**config.mk**
```make
export PLATFORM = sky130hd
export DESIGN_NAME = vector_angle_degrees_top
export DESIGN_NICKNAME = d
export VERILOG_FILES = /design/src/sv/vad_pkg.sv /design/src/sv/vad_front.sv /design/src/sv/vad_div_stage.sv /design/src/sv/vad_fold.sv /design/src/sv/vector_angle_degrees_top.sv
export SDC_FILE = /design/constraint.sdc
export NUM_CORES = 1
export LEC_CHECK = 0
export ABC_AREA = 1
export BUFFER_PORTS_ARGS = -buffer_cell sky130_fd_sc_hd__buf_2
export CAP_MARGIN = 20
export CORE_AREA = 3 3 210 212
export CTS_BUF_LIST = sky130_fd_sc_hd__clkbuf_2 sky130_fd_sc_hd__clkbuf_4 sky130_fd_sc_hd__clkbuf_8
export DETAILED_ROUTE_END_ITERATION = 12
export DIE_AREA = 0 0 213 215
export GPL_ROUTABILITY_DRIVEN = 0
export HOLD_SLACK_MARGIN = 0.06
export PLACE_DENSITY = 0.66
export SETUP_SLACK_MARGIN = 0.02
export SLEW_MARGIN = 10
export SYNTH_ARGS = -nofsm -noshare
export SYNTH_HDL_FRONTEND = slang
export SYNTH_SLANG_ARGS = --single-unit
```
**constraint.sdc**
```tcl
create_clock -name clock -period 10.9 [get_ports clock]
set_clock_uncertainty 0.15 [all_clocks]
set_input_delay 2.18 -clock clock [delete_from_list [all_inputs] [get_ports clock]]
set_output_delay 2.18 -clock clock [all_outputs]
set_load 0.02 [all_outputs]
```
**src/sv/vad_pkg.sv**
```systemverilog
// Shared types, constants and correction function for the vector angle pipeline.
package vad_pkg;

   // Quotient of (small * 45) / large is 0..45, six bits
   localparam int QUOT_W = 6;
   // Quotient bits resolved per divider stage
   localparam int DIV_STEP_BITS = 2;
   localparam int NUM_DIV_STAGES = QUOT_W / DIV_STEP_BITS;
   // Result width
   localparam int ANGLE_W = 9;
   localparam int CORR_W = 3;

   localparam logic [QUOT_W-1:0] Q_SCALE = 6'd45;
   localparam logic [QUOT_W-1:0] MAX_QUOT = 6'd45;

   // Step correction thresholds
   localparam logic [QUOT_W-1:0] BAND_SPLIT = 6'd22;
   localparam logic [QUOT_W-1:0] HI_T1 = 6'd44;
   localparam logic [QUOT_W-1:0] HI_T2 = 6'd41;
   localparam logic [QUOT_W-1:0] HI_T3 = 6'd37;
   localparam logic [QUOT_W-1:0] HI_T4 = 6'd32;
   localparam logic [QUOT_W-1:0] LO_T1 = 6'd2;
   localparam logic [QUOT_W-1:0] LO_T2 = 6'd6;
   localparam logic [QUOT_W-1:0] LO_T3 = 6'd10;
   localparam logic [QUOT_W-1:0] LO_T4 = 6'd15;

   // Angle folding constants
   localparam logic [ANGLE_W-1:0] ANGLE_90 = 9'd90;
   localparam logic [ANGLE_W-1:0] ANGLE_180 = 9'd180;
   localparam logic [ANGLE_W-1:0] ANGLE_360 = 9'd360;

   // Per-request side information carried alongside the divider data
   typedef struct packed {
      logic x_neg;
      logic y_neg;
      logic mirror;
      logic den_zero;
   } side_type;

   // Two-band step correction, 0..4
   function automatic logic [CORR_W-1:0] step_correction(input logic [QUOT_W-1:0] q);
      logic [CORR_W-1:0] c;
      c = '0;
      if (q > BAND_SPLIT) begin
         if (q <= HI_T1) c = c + 3'd1;
         if (q <= HI_T2) c = c + 3'd1;
         if (q <= HI_T3) c = c + 3'd1;
         if (q <= HI_T4) c = c + 3'd1;
      end else begin
         if (q >= LO_T1) c = c + 3'd1;
         if (q >= LO_T2) c = c + 3'd1;
         if (q >= LO_T3) c = c + 3'd1;
         if (q >= LO_T4) c = c + 3'd1;
      end
      return c;
   endfunction

endpackage

```
**src/sv/vad_front.sv**
```systemverilog
// Front end: magnitudes, octant select, then scaling of the smaller magnitude by 45.
module vad_front #(
   parameter int COORD_BITS = 16
) (
   input  logic                                      clock,
   input  logic                                      reset,
   input  logic                                      in_valid,
   output logic                                      in_ready,
   input  logic signed [COORD_BITS-1:0]              vec_x,
   input  logic signed [COORD_BITS-1:0]              vec_y,
   output logic                                      out_valid,
   input  logic                                      out_ready,
   output logic [COORD_BITS+vad_pkg::QUOT_W-1:0]     out_prod,
   output logic [COORD_BITS-1:0]                     out_den,
   output vad_pkg::side_type                         out_side
);

   localparam int PW = COORD_BITS + vad_pkg::QUOT_W;

   logic                    a_valid_ff;
   logic [COORD_BITS-1:0]   a_num_ff;
   logic [COORD_BITS-1:0]   a_den_ff;
   vad_pkg::side_type       a_side_ff;
   logic                    b_valid_ff;
   logic [PW-1:0]           b_prod_ff;
   logic [COORD_BITS-1:0]   b_den_ff;
   vad_pkg::side_type       b_side_ff;

   logic                    a_ready;
   logic                    b_ready;
   logic [COORD_BITS-1:0]   ux;
   logic [COORD_BITS-1:0]   uy;
   logic [COORD_BITS-1:0]   ax;
   logic [COORD_BITS-1:0]   ay;
   logic [COORD_BITS-1:0]   a_num_in;
   logic [COORD_BITS-1:0]   a_den_in;
   vad_pkg::side_type       a_side_in;
   logic [PW-1:0]           b_prod_in;

   assign b_ready  = !b_valid_ff || out_ready;
   assign a_ready  = !a_valid_ff || b_ready;
   assign in_ready = a_ready;

   // Absolute values; the most negative input maps to 2^(N-1) exactly
   assign ux = $unsigned(vec_x);
   assign uy = $unsigned(vec_y);
   assign ax = ux[COORD_BITS-1] ? (~ux + COORD_BITS'(1)) : ux;
   assign ay = uy[COORD_BITS-1] ? (~uy + COORD_BITS'(1)) : uy;

   // Smaller magnitude over larger; mirror when |x| > |y|
   always_comb begin
      a_side_in.x_neg    = ux[COORD_BITS-1];
      a_side_in.y_neg    = uy[COORD_BITS-1];
      a_side_in.mirror   = ax > ay;
      a_num_in           = a_side_in.mirror ? ay : ax;
      a_den_in           = a_side_in.mirror ? ax : ay;
      a_side_in.den_zero = (a_den_in == '0);
   end

   // Stage A control
   always_ff @(posedge clock) begin
      if (reset) begin
         a_valid_ff <= 1'b0;
      end else if (a_ready) begin
         a_valid_ff <= in_valid;
      end
   end

   // Stage A payload
   always_ff @(posedge clock) begin
      if (a_ready && in_valid) begin
         a_num_ff  <= a_num_in;
         a_den_ff  <= a_den_in;
         a_side_ff <= a_side_in;
      end
   end

   // Dividend: smaller magnitude times 45
   assign b_prod_in = PW'(a_num_ff) * PW'(vad_pkg::Q_SCALE);

   // Stage B control
   always_ff @(posedge clock) begin
      if (reset) begin
         b_valid_ff <= 1'b0;
      end else if (b_ready) begin
         b_valid_ff <= a_valid_ff;
      end
   end

   // Stage B payload
   always_ff @(posedge clock) begin
      if (b_ready && a_valid_ff) begin
         b_prod_ff <= b_prod_in;
         b_den_ff  <= a_den_ff;
         b_side_ff <= a_side_ff;
      end
   end

   assign out_valid = b_valid_ff;
   assign out_prod  = b_prod_ff;
   assign out_den   = b_den_ff;
   assign out_side  = b_side_ff;

endmodule

```
**src/sv/vad_div_stage.sv**
```systemverilog
// One restoring-division stage resolving a pair of quotient bits.
module vad_div_stage #(
   parameter int COORD_BITS = 16,
   parameter int TOP_BIT    = 5
) (
   input  logic                                   clock,
   input  logic                                   reset,
   input  logic                                   in_valid,
   output logic                                   in_ready,
   input  logic [COORD_BITS+vad_pkg::QUOT_W-1:0]  in_rem,
   input  logic [COORD_BITS-1:0]                  in_den,
   input  logic [vad_pkg::QUOT_W-1:0]             in_quot,
   input  vad_pkg::side_type                      in_side,
   output logic                                   out_valid,
   input  logic                                   out_ready,
   output logic [COORD_BITS+vad_pkg::QUOT_W-1:0]  out_rem,
   output logic [COORD_BITS-1:0]                  out_den,
   output logic [vad_pkg::QUOT_W-1:0]             out_quot,
   output vad_pkg::side_type                      out_side
);

   localparam int PW = COORD_BITS + vad_pkg::QUOT_W;

   logic                          valid_ff;
   logic [PW-1:0]                 rem_ff;
   logic [COORD_BITS-1:0]         den_ff;
   logic [vad_pkg::QUOT_W-1:0]    quot_ff;
   vad_pkg::side_type             side_ff;

   logic                          ready;
   logic [PW-1:0]                 rem_in;
   logic [vad_pkg::QUOT_W-1:0]    quot_in;

   assign ready    = !valid_ff || out_ready;
   assign in_ready = ready;

   // Trial subtract of the shifted divisor, one quotient bit per step;
   // a zero divisor leaves the quotient at zero
   always_comb begin
      logic [PW-1:0] trial;
      rem_in  = in_rem;
      quot_in = in_quot;
      trial   = '0;
      for (int j = 0; j < vad_pkg::DIV_STEP_BITS; j++) begin
         trial = PW'(in_den) << (TOP_BIT - j);
         if (!in_side.den_zero && (rem_in >= trial)) begin
            rem_in                = rem_in - trial;
            quot_in[TOP_BIT - j]  = 1'b1;
         end
      end
   end

   // Stage control
   always_ff @(posedge clock) begin
      if (reset) begin
         valid_ff <= 1'b0;
      end else if (ready) begin
         valid_ff <= in_valid;
      end
   end

   // Stage payload
   always_ff @(posedge clock) begin
      if (ready && in_valid) begin
         rem_ff  <= rem_in;
         den_ff  <= in_den;
         quot_ff <= quot_in;
         side_ff <= in_side;
      end
   end

   assign out_valid = valid_ff;
   assign out_rem   = rem_ff;
   assign out_den   = den_ff;
   assign out_quot  = quot_ff;
   assign out_side  = side_ff;

endmodule

```
**src/sv/vad_fold.sv**
```systemverilog
// Back end: step correction, mirror about 90 and quadrant fold into the output register.
module vad_fold (
   input  logic                           clock,
   input  logic                           reset,
   input  logic                           in_valid,
   output logic                           in_ready,
   input  logic [vad_pkg::QUOT_W-1:0]     in_quot,
   input  vad_pkg::side_type              in_side,
   output logic                           out_valid,
   input  logic                           out_ready,
   output logic [vad_pkg::ANGLE_W-1:0]    out_angle
);

   logic                           valid_ff;
   logic [vad_pkg::ANGLE_W-1:0]    angle_ff;

   logic                           ready;
   logic [vad_pkg::ANGLE_W-1:0]    base;
   logic [vad_pkg::ANGLE_W-1:0]    octant;
   logic [vad_pkg::ANGLE_W-1:0]    angle_in;

   assign ready    = !valid_ff || out_ready;
   assign in_ready = ready;

   // Corrected first-octant angle, mirrored when |x| > |y|
   assign base   = vad_pkg::ANGLE_W'(in_quot)
                 + vad_pkg::ANGLE_W'(vad_pkg::step_correction(in_quot));
   assign octant = in_side.mirror ? (vad_pkg::ANGLE_90 - base) : base;

   // Fold by component signs
   always_comb begin
      if (in_side.y_neg) begin
         angle_in = in_side.x_neg ? (vad_pkg::ANGLE_180 + octant)
                                  : (vad_pkg::ANGLE_180 - octant);
      end else if (in_side.x_neg) begin
         angle_in = vad_pkg::ANGLE_360 - octant;
      end else begin
         angle_in = octant;
      end
   end

   // Output register control
   always_ff @(posedge clock) begin
      if (reset) begin
         valid_ff <= 1'b0;
      end else if (ready) begin
         valid_ff <= in_valid;
      end
   end

   // Output register payload
   always_ff @(posedge clock) begin
      if (ready && in_valid) begin
         angle_ff <= angle_in;
      end
   end

   assign out_valid = valid_ff;
   assign out_angle = angle_ff;

endmodule

```
**src/sv/vector_angle_degrees_top.sv**
```systemverilog
// Vector angle pipeline: signed (x, y) request in, whole-degree angle 0..360 out.
//
// Request channel: req_valid with req_vec_x / req_vec_y; a request is taken on a
// rising edge with req_valid high and req_stall low. Response channel: rsp_valid
// with rsp_angle_deg, taken on an edge with rsp_valid high and rsp_stall low.
// Zero degrees lies along +y; x negative with y non-negative gives 360 - d.
// A zero vector gives 0.
//
// Pipeline stages: two front stages for magnitude select and the multiply by
// 45, three divider stages of two quotient bits each, one output register.
// Throughput: one request per cycle while rsp_stall is low, set by the fixed
// per-stage work of the divider pipeline.
//
// Reset (synchronous, active high) clears all stage valid bits; the pipeline
// is empty and ready on the next cycle. When the receiver stalls, the response
// holds and the stages fill up behind it; req_stall rises only once no stage
// can move, and no request is lost or repeated.
module vector_angle_degrees_top #(
   parameter int COORD_BITS = 16
) (
   input  logic                               clock,
   input  logic                               reset,
   input  logic                               req_valid,
   output logic                               req_stall,
   input  logic signed [COORD_BITS-1:0]       req_vec_x,
   input  logic signed [COORD_BITS-1:0]       req_vec_y,
   output logic                               rsp_valid,
   input  logic                               rsp_stall,
   output logic [vad_pkg::ANGLE_W-1:0]        rsp_angle_deg
);

   localparam int PW = COORD_BITS + vad_pkg::QUOT_W;
   localparam int NS = vad_pkg::NUM_DIV_STAGES;

   logic                          front_ready;
   logic                          stg_valid [0:NS];
   logic                          stg_ready [0:NS];
   logic [PW-1:0]                 stg_rem   [0:NS];
   logic [COORD_BITS-1:0]         stg_den   [0:NS];
   logic [vad_pkg::QUOT_W-1:0]    stg_quot  [0:NS];
   vad_pkg::side_type             stg_side  [0:NS];

   assign req_stall = !front_ready;

   // Magnitudes, select and scaling
   vad_front #(
      .COORD_BITS (COORD_BITS)
   ) u_front (
      .clock     (clock),
      .reset     (reset),
      .in_valid  (req_valid),
      .in_ready  (front_ready),
      .vec_x     (req_vec_x),
      .vec_y     (req_vec_y),
      .out_valid (stg_valid[0]),
      .out_ready (stg_ready[0]),
      .out_prod  (stg_rem[0]),
      .out_den   (stg_den[0]),
      .out_side  (stg_side[0])
   );

   assign stg_quot[0] = '0;

   // Divider pipeline, most significant quotient bits first
   for (genvar s = 0; s < NS; s++) begin : g_div
      vad_div_stage #(
         .COORD_BITS (COORD_BITS),
         .TOP_BIT    (vad_pkg::QUOT_W - 1 - s * vad_pkg::DIV_STEP_BITS)
      ) u_div (
         .clock     (clock),
         .reset     (reset),
         .in_valid  (stg_valid[s]),
         .in_ready  (stg_ready[s]),
         .in_rem    (stg_rem[s]),
         .in_den    (stg_den[s]),
         .in_quot   (stg_quot[s]),
         .in_side   (stg_side[s]),
         .out_valid (stg_valid[s+1]),
         .out_ready (stg_ready[s+1]),
         .out_rem   (stg_rem[s+1]),
         .out_den   (stg_den[s+1]),
         .out_quot  (stg_quot[s+1]),
         .out_side  (stg_side[s+1])
      );
   end

   // Correction, fold and output register
   vad_fold u_fold (
      .clock     (clock),
      .reset     (reset),
      .in_valid  (stg_valid[NS]),
      .in_ready  (stg_ready[NS]),
      .in_quot   (stg_quot[NS]),
      .in_side   (stg_side[NS]),
      .out_valid (rsp_valid),
      .out_ready (!rsp_stall),
      .out_angle (rsp_angle_deg)
   );

   // Final quotient never exceeds 45 since the smaller magnitude is the dividend
   a_quot_range: assert property (@(posedge clock) disable iff (reset)
      stg_valid[NS] |-> (stg_quot[NS] <= vad_pkg::MAX_QUOT))
      else $error("quotient above 45");

   // Zero divisor must yield a zero quotient
   a_zero_den: assert property (@(posedge clock) disable iff (reset)
      (stg_valid[NS] && stg_side[NS].den_zero) |-> (stg_quot[NS] == '0))
      else $error("zero vector produced nonzero quotient");

   // Remainder left by the divider is below the divisor
   a_rem_bound: assert property (@(posedge clock) disable iff (reset)
      (stg_valid[NS] && !stg_side[NS].den_zero) |-> (stg_rem[NS] < PW'(stg_den[NS])))
      else $error("divider remainder not reduced");

   // Response angle stays in range
   a_angle_range: assert property (@(posedge clock) disable iff (reset)
      rsp_valid |-> (rsp_angle_deg <= vad_pkg::ANGLE_360))
      else $error("angle out of range");

   // An empty output register lets the whole pipeline move
   a_no_false_stall: assert property (@(posedge clock) disable iff (reset)
      !rsp_valid |-> !req_stall)
      else $error("request stalled with empty output");

endmodule

```
Yosys cells after proc, flatten, opt, wreduce, memory -nomap -nowiden
Index checks and enable logic that the tools add are counted.
{"block": "word_totals", "ff_bits": 192, "in_bits": 36, "elab_cells": 138}
{"block": "op_classes", "addsub": 18, "mul": 1, "order_cmp": 16, "muxes": 30, "bitwise_logic": 2, "reduce_logical": 30}
{"operator": "two-way mux 22 bit", "count": 5}
{"operator": "two-way mux 16 bit", "count": 4}
{"operator": "two-way mux 3 bit", "count": 13}
{"operator": "two-way mux 9 bit", "count": 4}
{"operator": "adder 16 x 1 -> 16 bit (second input constant)", "count": 2}
{"operator": "NOT 16 bit", "count": 2}
{"operator": "less-or-equal comparator 6 bit (second input constant)", "count": 4}
{"operator": "greater-or-equal comparator 22 x 16 -> 1 bit", "count": 1}
{"operator": "greater-or-equal comparator 22 x 17 -> 1 bit", "count": 1}
{"operator": "greater-or-equal comparator 22 x 18 -> 1 bit", "count": 1}
{"operator": "greater-or-equal comparator 22 x 19 -> 1 bit", "count": 1}
{"operator": "greater-or-equal comparator 22 x 20 -> 1 bit", "count": 1}
{"operator": "greater-or-equal comparator 22 x 21 -> 1 bit", "count": 1}
{"operator": "multiplier 16 x 6 -> 22 bit (second input constant)", "count": 1}
{"operator": "subtractor 22 x 17 -> 22 bit", "count": 1}
{"operator": "subtractor 22 x 18 -> 22 bit", "count": 1}
{"operator": "subtractor 22 x 19 -> 22 bit", "count": 1}
{"operator": "subtractor 22 x 20 -> 22 bit", "count": 1}
{"operator": "subtractor 22 x 21 -> 22 bit", "count": 1}
{"operator": "adder 3 x 1 -> 3 bit (second input constant)", "count": 6}
{"operator": "greater-than comparator 16 bit", "count": 1}
{"operator": "zero test 16 bit", "count": 1}
{"operator": "greater-or-equal comparator 6 x 4 -> 1 bit (second input constant)", "count": 2}
{"operator": "logical AND 1 bit", "count": 12}
{"operator": "11 further kinds", "count": 29}

Longest topological paths before layout
Gate-level depths: netlist of the first run.
{"block": "depth", "ltp_word": 18, "ltp_mapped": 35, "ltp_nobuf": 34}

Modules after synthesis
A second synthesis of the first run with hierarchy kept.
{"block": "hier_totals", "hier_cells": 2522, "area_unflattened_um2": 19821.5}
{"mod": "vad_front", "n_inst": 1, "cells_each": 689, "area_each_um2": 6074.6, "seq_area_each_um2": 2382.3}
{"mod": "vad_div_stage (g_div[2].u_div)", "n_inst": 1, "cells_each": 586, "area_each_um2": 4260.3, "seq_area_each_um2": 1461.4}
{"mod": "vad_div_stage (g_div[0].u_div)", "n_inst": 1, "cells_each": 475, "area_each_um2": 3945.0, "seq_area_each_um2": 1461.4}
{"mod": "vad_div_stage (g_div[1].u_div)", "n_inst": 1, "cells_each": 524, "area_each_um2": 3928.8, "seq_area_each_um2": 1461.4}
{"mod": "vad_fold", "n_inst": 1, "cells_each": 245, "area_each_um2": 1601.5, "seq_area_each_um2": 290.3}
{"mod": "vector_angle_degrees_top", "n_inst": 1, "cells_each": 3, "area_each_um2": 11.3, "seq_area_each_um2": 0.0}

Worst setup path after synthesis of the first run
Ideal clock, no wire load.
{"block": "synth_timing", "path_kind": "input-to-output", "from": "in rsp_stall", "to": "out req_stall", "arrival_time_ps": 3156, "setup_slack_ps": 5414, "path_stages": 10, "path_cell_list": "nand2_1 -> nor2_1 -> inv_1 -> nor2_1 -> inv_1 -> nor2_1 -> inv_1 -> nor2_1 -> inv_1 -> nor2_1"}
{"block": "synth_via", "elab_chain_cells": 8}
{"element": "start: declaration", "line_no": "vector_angle_degrees_top.sv:28", "source": "input logic rsp_stall,"}
{"element": "zero test 1 bit", "line_no": "vector_angle_degrees_top.sv:96", "source": ".out_ready (!rsp_stall),"}
{"element": "logical OR 1 bit", "line_no": "vad_fold.sv:22", "source": "assign ready = !valid_ff || out_ready;"}
{"element": "logical OR 1 bit (3 in series)", "line_no": "vad_div_stage.sv:34", "source": "assign ready = !valid_ff || out_ready;"}
{"element": "logical OR 1 bit", "line_no": "vad_front.sv:40", "source": "assign b_ready = !b_valid_ff || out_ready;"}
{"element": "logical OR 1 bit", "line_no": "vad_front.sv:41", "source": "assign a_ready = !a_valid_ff || b_ready;"}
{"element": "zero test 1 bit", "line_no": "vector_angle_degrees_top.sv:43", "source": "assign req_stall = !front_ready;"}
{"element": "end: declaration", "line_no": "vector_angle_degrees_top.sv:24", "source": "output logic req_stall,"}
Every way passes these cells.

Final worst setup path of the first run
Same ends and word-level chain as after synthesis.

==> results of run 1 <==
## final cells by class
class                      count  area (sq um)  share of cell area
clock buffer                  17         234.0             0.01299
clock inverter                14         128.9            0.007153
inverter                     358          1344             0.07458
multi-input combinational   1613          9643              0.5352
sequential                   192          5705              0.3167
tap                          539         674.4             0.03743
timing repair buffer          52         287.8             0.01597
## layout by cell type (no fill, tap or decap), drive strengths merged, types with 37 or more instances in the layout
cell type  Yosys  final
o21ai        151    151
nand2        585    585
xnor2         37     37
buf            9     52
nand3        134    134
xor2          71     71
a21oi        138    138
edfxtp       186    186
inv          356    363
nor2         160    160
ha           170    170
## metrics by stage
| stage | std cells | hold WS (ns) | utilization | area [sq um] |
|---|---|---|---|---|
| global route | 2785 | 0.2812 | 0.4276 | 18020 |
| finish | 2785 | 0.2726 | 0.4276 | 18020 |
| detailed placement | 2753 | 0.2545 | 0.4185 | 17630 |
| global placement | 2753 | 0.2515 | 0.4185 | 17630 |
| CTS | 2784 | 0.2732 | 0.4271 | 18000 |
| floorplan | 2191 | 0.2503 | - | 16810 |
## how the worst min path moves through the flow
stage | endpoint
floorplan | g_div[0].u_div.out_side[1]
finish | g_div[2].u_div.out_side[1]
detailed placement | g_div[1].u_div.out_quot[4]
CTS | u_front.out_den[11]
global placement | u_front.out_den[11]
global route | u_front.out_den[9]
## state kept, by name (all words and copies together), names as in the netlist
register               cells
u_front.out_prod          22
g_div.u_div.out_quot      12
u_fold.out_valid           1
u_front.a_valid_ff         1
g_div.u_div.out_side      11
u_front.a_side_ff          4
g_div.u_div.out_den       32
u_front.out_den           16
g_div.u_div.out_valid      3
u_front.out_side           4
u_front.a_num_ff          16
u_front.a_den_ff          16
u_fold.out_angle           9
g_div.u_div.out_rem       44
u_front.out_valid          1
## report_power, final
part | switching (mW) | internal (mW)
logic | 1.19 | 0.733
clock network | 0.264 | 0.184
registers | 0.0557 | 0.980
## layer usage
layer / wire length (um) / track usage
met1: 17520 / 0.2201
met2: 19590 / 0.3120
met3: 1385 / 0.02188
met4: 1399 / 0.07030
met5: 0 / 0
## cells by family after synthesis
logic type               synth area share
AO/OA/AOI/OAI                      0.1113
XOR/XNOR                          0.05626
adder cells (fa/ha/maj)            0.1646
buffers and inverters             0.08803
flip-flops                         0.3393
AND/OR/NAND/NOR                    0.2404
==> metrics.yaml, run 1 <==
grt:
  grt_start_max_net_pins: 47
  grt_overflow: 0
  grt_pass1_vias: 14225
  antenna_found_initial: 0
  grt.total_usage: 0.1775
  grt_pass1_wl_um: 67040
route:
  dr.first_iter.drc_count: 1140
  vias: 14276
  vias_per_cell: 5.126
  drtAntennaViolNets: 0
  remaining_drc_errors: 0
  drt_wl_total_um: 39890
  wire_per_inst_um: 14.32
  firstDrtPassIters: 7
clocking:
  cts_tree: "built"
  postCtsHoldBufs: 0
  postCtsResizedCells: 0
  root_buffer: "clkbuf_8"
  h-tree-depth: 4
  clk_latency_ns: 0.47
  clock_path_buffers: 2
  path_clk_slew_ns: 0.09
  post-cts-setup-buffers: 0
  cts_buffers: 17
  clock_sinks: 192
logic_synthesis:
  synth_flop_cell: "edfxtp_1"
  syn-cell-area_sq_um: 16810
  syn-num-nets: 2429
  ys_top_cells_by_area: "edfxtp_1, nand2_1, ha_1, inv_1, o21ai_0"
  synth_edf_count: 186
  synth_top_area_share: 0.3322
  yosys_warnings: 0
  ys_types: 52
  synth.most_common_cell: "nand2_1"
  syn_inst: 2191
  ys_top_cells_by_count: "nand2_1, inv_1, edfxtp_1"
  synthArstFlopShare: 0
  synth_top_area_cell: "edfxtp_1"
  yosysSeqAreaShare: 0.3393
  ys_seq_elements: 192
  avgSynthCellArea_sq_um: 7.674
critical_path:
  cp.depth: 12
  max_stage_delay_ns: 0.21
  crit_start: "rsp_stall"
  path_buf_inv: 6
  path_class: "primary input to primary output"
  rr_endpoint: "u_fold.out_angle[8]"
  critical_path.top_delay_family: "simple AND/OR/NAND/NOR gates"
  critPathSlowestCell: "nor2_1"
  reg2reg_depth: 23
  path_cells: "buf_2 > nand2_1 > nor2_1 > inv_1 > nor2_1 > inv_1 > nor2_1 > inv_1 > nor2_1 > inv_1 > nor2_1 > buf_2"
  rr_startpoint: "g_div[2].u_div.out_quot[5]"
  crit_required_ns: 8.57
  cpMostUsedCell: "nor2_1"
  crit_path_end_kind: "primary output"
  cp-endpoint: "req_stall"
  reg2reg_slack_ns: 5.72
  cp_max_fo: 3
  cp-start-kind: "primary input"
  cp.arrival_ns: 3.50
timing:
  fin_setup_tns_ns: 0
  worst_slack_ns: 5.069
  slew_headroom: 0.3816
  min_period_over_period: 0.5349
  fmax_ghz: 0.1715
  setup_viol: 0
  rsz0062_at_grt: "no"
  finalHoldViolations: 0
  tightest_slew_ns: 0.9254
  drv_slew: 0
  min_period_ns: 5.831
die:
  die_w_um: 213
  die_h_um: 215
  ios: 47
  die_area_sq_um: 45800
  initial_core_util: 0.3990
  core_sq_um: 42130
  placementRows: 75
min_path:
  holdCritPathClass: "flop to flop"
  hold_depth: 0
  min_from: "g_div[1].u_div.out_side[1]"
placement:
  port-buffer-count: 46
  pre_cts_slack_ns: 4.661
  hpwl_um: 32850
cells_and_area:
  diodes: 0
  fin_nets: 2472
  nFillCells: 4216
  area_growth_pct: 7.159
  drive_gt1_frac: 0.05699
run:
  cap_violations: 0
power:
  powerDensity_nw_per_um2: 189.1
  leakage_nw: 8.652
  peakVddDrop_mv: 0.1454
  total_power_mw: 3.407
run_status:
  status: "finished, final reports clean"
(Power assumes the default switching activity.)
==> inputs of run 2 (changes only) <==
--- a/config.mk
+++ b/config.mk
@@ -14,7 +14,7 @@
 export DIE_AREA = 0 0 213 215
 export GPL_ROUTABILITY_DRIVEN = 0
 export HOLD_SLACK_MARGIN = 0.06
-export PLACE_DENSITY = 0.66
+export PLACE_DENSITY = 0.68
 export SETUP_SLACK_MARGIN = 0.02
 export SLEW_MARGIN = 10
 export SYNTH_ARGS = -nofsm -noshare
==> constraint.sdc (replaced) <==
create_clock -name clock -period 4.85 [get_ports clock]
set_clock_uncertainty 0.15 [all_clocks]
set_input_delay 0.97 -clock clock [delete_from_list [all_inputs] [get_ports clock]]
set_output_delay 0.97 -clock clock [all_outputs]
set_load 0.02 [all_outputs]
==> run 2 against run 1 <==
Sequential cell count unchanged. First-iteration DRC count down 16%. Sequential share of layout area down 0.77 points. Count of clock-buffer cells in the layout up 1. Critical path type is now flop to flop. Power up 130%. Cell count up 1.3%. Routed wire length about the same.
==> metrics.yaml, run 2 (synthesis results as in run 1) <==
run_status:
  status: "finished, final reports clean"
timing:
  min_period_ns: 4.601
  drv_slew: 0
  fmax_ghz: 0.2174
  whs_ns: 0.2722
  setup_viol: 0
  tightest_slew_ns: 0.8858
  slew_headroom: 0.4094
  rsz0062_at_grt: "yes"
  finalHoldViolations: 0
  min_period_over_period: 0.9486
critical_path:
  crit_required_ns: 4.93
  cp.arrival_ns: 4.68
  reg2reg_slack_ns: 0.25
  cp-start-kind: "flop"
  crit_path_end_kind: "flop"
  rr_endpoint: "u_fold.out_angle[4]"
  rr_startpoint: "g_div[2].u_div.out_quot[4]"
  reg2reg_depth: 22
  path_class: "flop to flop"
  cp_max_fo: 5
die:
  die_w_um: 213
  die_area_sq_um: 45800
  ios: 47
  die_h_um: 215
  core_sq_um: 42130
  placementRows: 75
  initial_core_util: 0.3990
run:
  cap_violations: 0
min_path:
  hold_depth: 0
  min_to: "g_div[0].u_div.out_side[1]"
  holdCritPathClass: "flop to flop"
  min_from: "u_front.out_side[1]"
clocking:
  root_buffer: "clkbuf_8"
  cts_buffers: 17
  cts_tree: "built"
  clock_path_buffers: 2
  postCtsHoldBufs: 0
  clk_latency_ns: 0.47
  h-tree-depth: 4
  clock_sinks: 192
  path_clk_slew_ns: 0.11
cells_and_area:
  multi_input_area_sq_um: 9814
  diodes: 0
  nFillCells: 4133
  drive_gt1_frac: 0.08374
  seq_area_sq_um: 5705
  area_growth_pct: 9.823
  fin_nets: 2506
  finalInstanceArea_sq_um: 18470
  mostFrequentLayoutCells: "nand2_1, inv_1, edfxtp_1, ha_1, nor2_1"
  largest_reg_flops: 44
  final_common_cell: "nand2_1"
grt:
  grt_pass1_vias: 14550
  antenna_found_initial: 0
  grt_start_max_net_pins: 47
  grt_overflow: 0
  grt_pass1_wl_um: 65950
  grt.total_usage: 0.1735
placement:
  placed_area_sq_um: 17780
  port-buffer-count: 46
  hpwl_um: 32670
route:
  wire_per_inst_um: 14.14
  remaining_drc_errors: 0
  vias: 14461
  firstDrtPassIters: 5
  dr.first_iter.drc_count: 959
  vias_per_cell: 5.128
  drt_wl_total_um: 39880
  drtAntennaViolNets: 0
power:
  peakVddDrop_mv: 0.2472
  powerDensity_nw_per_um2: 418.5
  leakage_nw: 8.835
run 2: cell count changes in the layout (fill, tap and decap cells not counted), sizes merged:
cell | previous run | this run
buf | 52 | 86
bufinv | 1 | 0
clkbuf | 17 | 18
clkinv | 7 | 6
clkinvlp | 1 | 2
inv | 363 | 364
run 2: how the worst max path moves through the flow:
| stage | from | to | slack, ns | depth (start not counted) |
|---|---|---|---|---|
| 2_1_floorplan | g_div[2].u_div.out_quot[3] | u_fold.out_angle[4] | 0.30 | 24 |
| 3_3_place_gp | g_div[2].u_div.out_quot[4] | u_fold.out_angle[4] | 0.06 | 21 |
| 3_5_place_dp | g_div[2].u_div.out_quot[4] | u_fold.out_angle[4] | -0.07 | 21 |
| 6_report | g_div[2].u_div.out_quot[4] | u_fold.out_angle[4] | 0.25 | 22 |
| 4_1_cts | g_div[2].u_div.out_quot[4] | u_fold.out_angle[4] | 0.05 | 21 |
| 5_1_grt | g_div[2].u_div.out_quot[4] | u_fold.out_angle[4] | -0.04 | 26 |
run 2: critical path, cell delays in order, from the launching register on:
cell	delay (ns)
edfxtp_1	0.51
inv_2	0.14
nand3_1	0.11
o21ai_2	0.15
inv_1	0.06
ha_1	0.32
xnor2_2	0.16
ha_1	0.31
nor2_1	0.16
nor2_1	0.09
a32oi_2	0.21
fa_1	0.49
inv_1	0.08
ha_1	0.21
or2_2	0.30
o21ai_2	0.07
inv_1	0.10
ha_4	0.18
a21oi_2	0.14
nand2_1	0.06
o211ai_1	0.09
o21ai_1	0.12
xor2_1	0.15
run 2: routing by layer:
metal	GRT usage	wire (um)	up-vias
met2	0.3183	20040	362
met4	0.06387	1356	0
met3	0.02013	1268	91
met5	0	0	-
met1	0.2064	17220	6635
li1	-	-	7373
run 2: stage by stage:
stage	setup TNS [ns]	instances	setup slack, ns	total power [mW]	utilization
final	0	2820	0.2493	7.728	0.4382
after global routing	-0.07520	2820	-0.03925	8.473	0.4382
after CTS	0	2806	0.04574	7.660	0.4314
after detailed placement	-0.06873	2773	-0.06873	6.639	0.4221
after global placement	0	2773	0.06470	6.510	0.4221
after floorplan	0	2191	0.3035	5.737	-
run 2: layout make-up:
cell class | instances | area share
inverter | 358 | 0.07298
clock buffer | 18 | 0.01308
multi-input combinational | 1613 | 0.5315
tap | 539 | 0.03652
sequential | 192 | 0.3090
timing repair buffer | 86 | 0.03029
clock inverter | 14 | 0.006640
run 2: repair_timing:
action                     4_1_cts  5_1_grt
buffers inserted                 1       13
pin swaps                        0       12
setup endpoints to repair        1       46
gates resized for setup          4       45
run 2: report_power, final:
part | leakage, nW | switching, mW | internal, mW
logic | 6.86 | 2.71 | 1.71
clock network | 0.188 | 0.613 | 0.382
registers | 1.78 | 0.114 | 2.20
total | 8.83 | 3.44 | 4.29
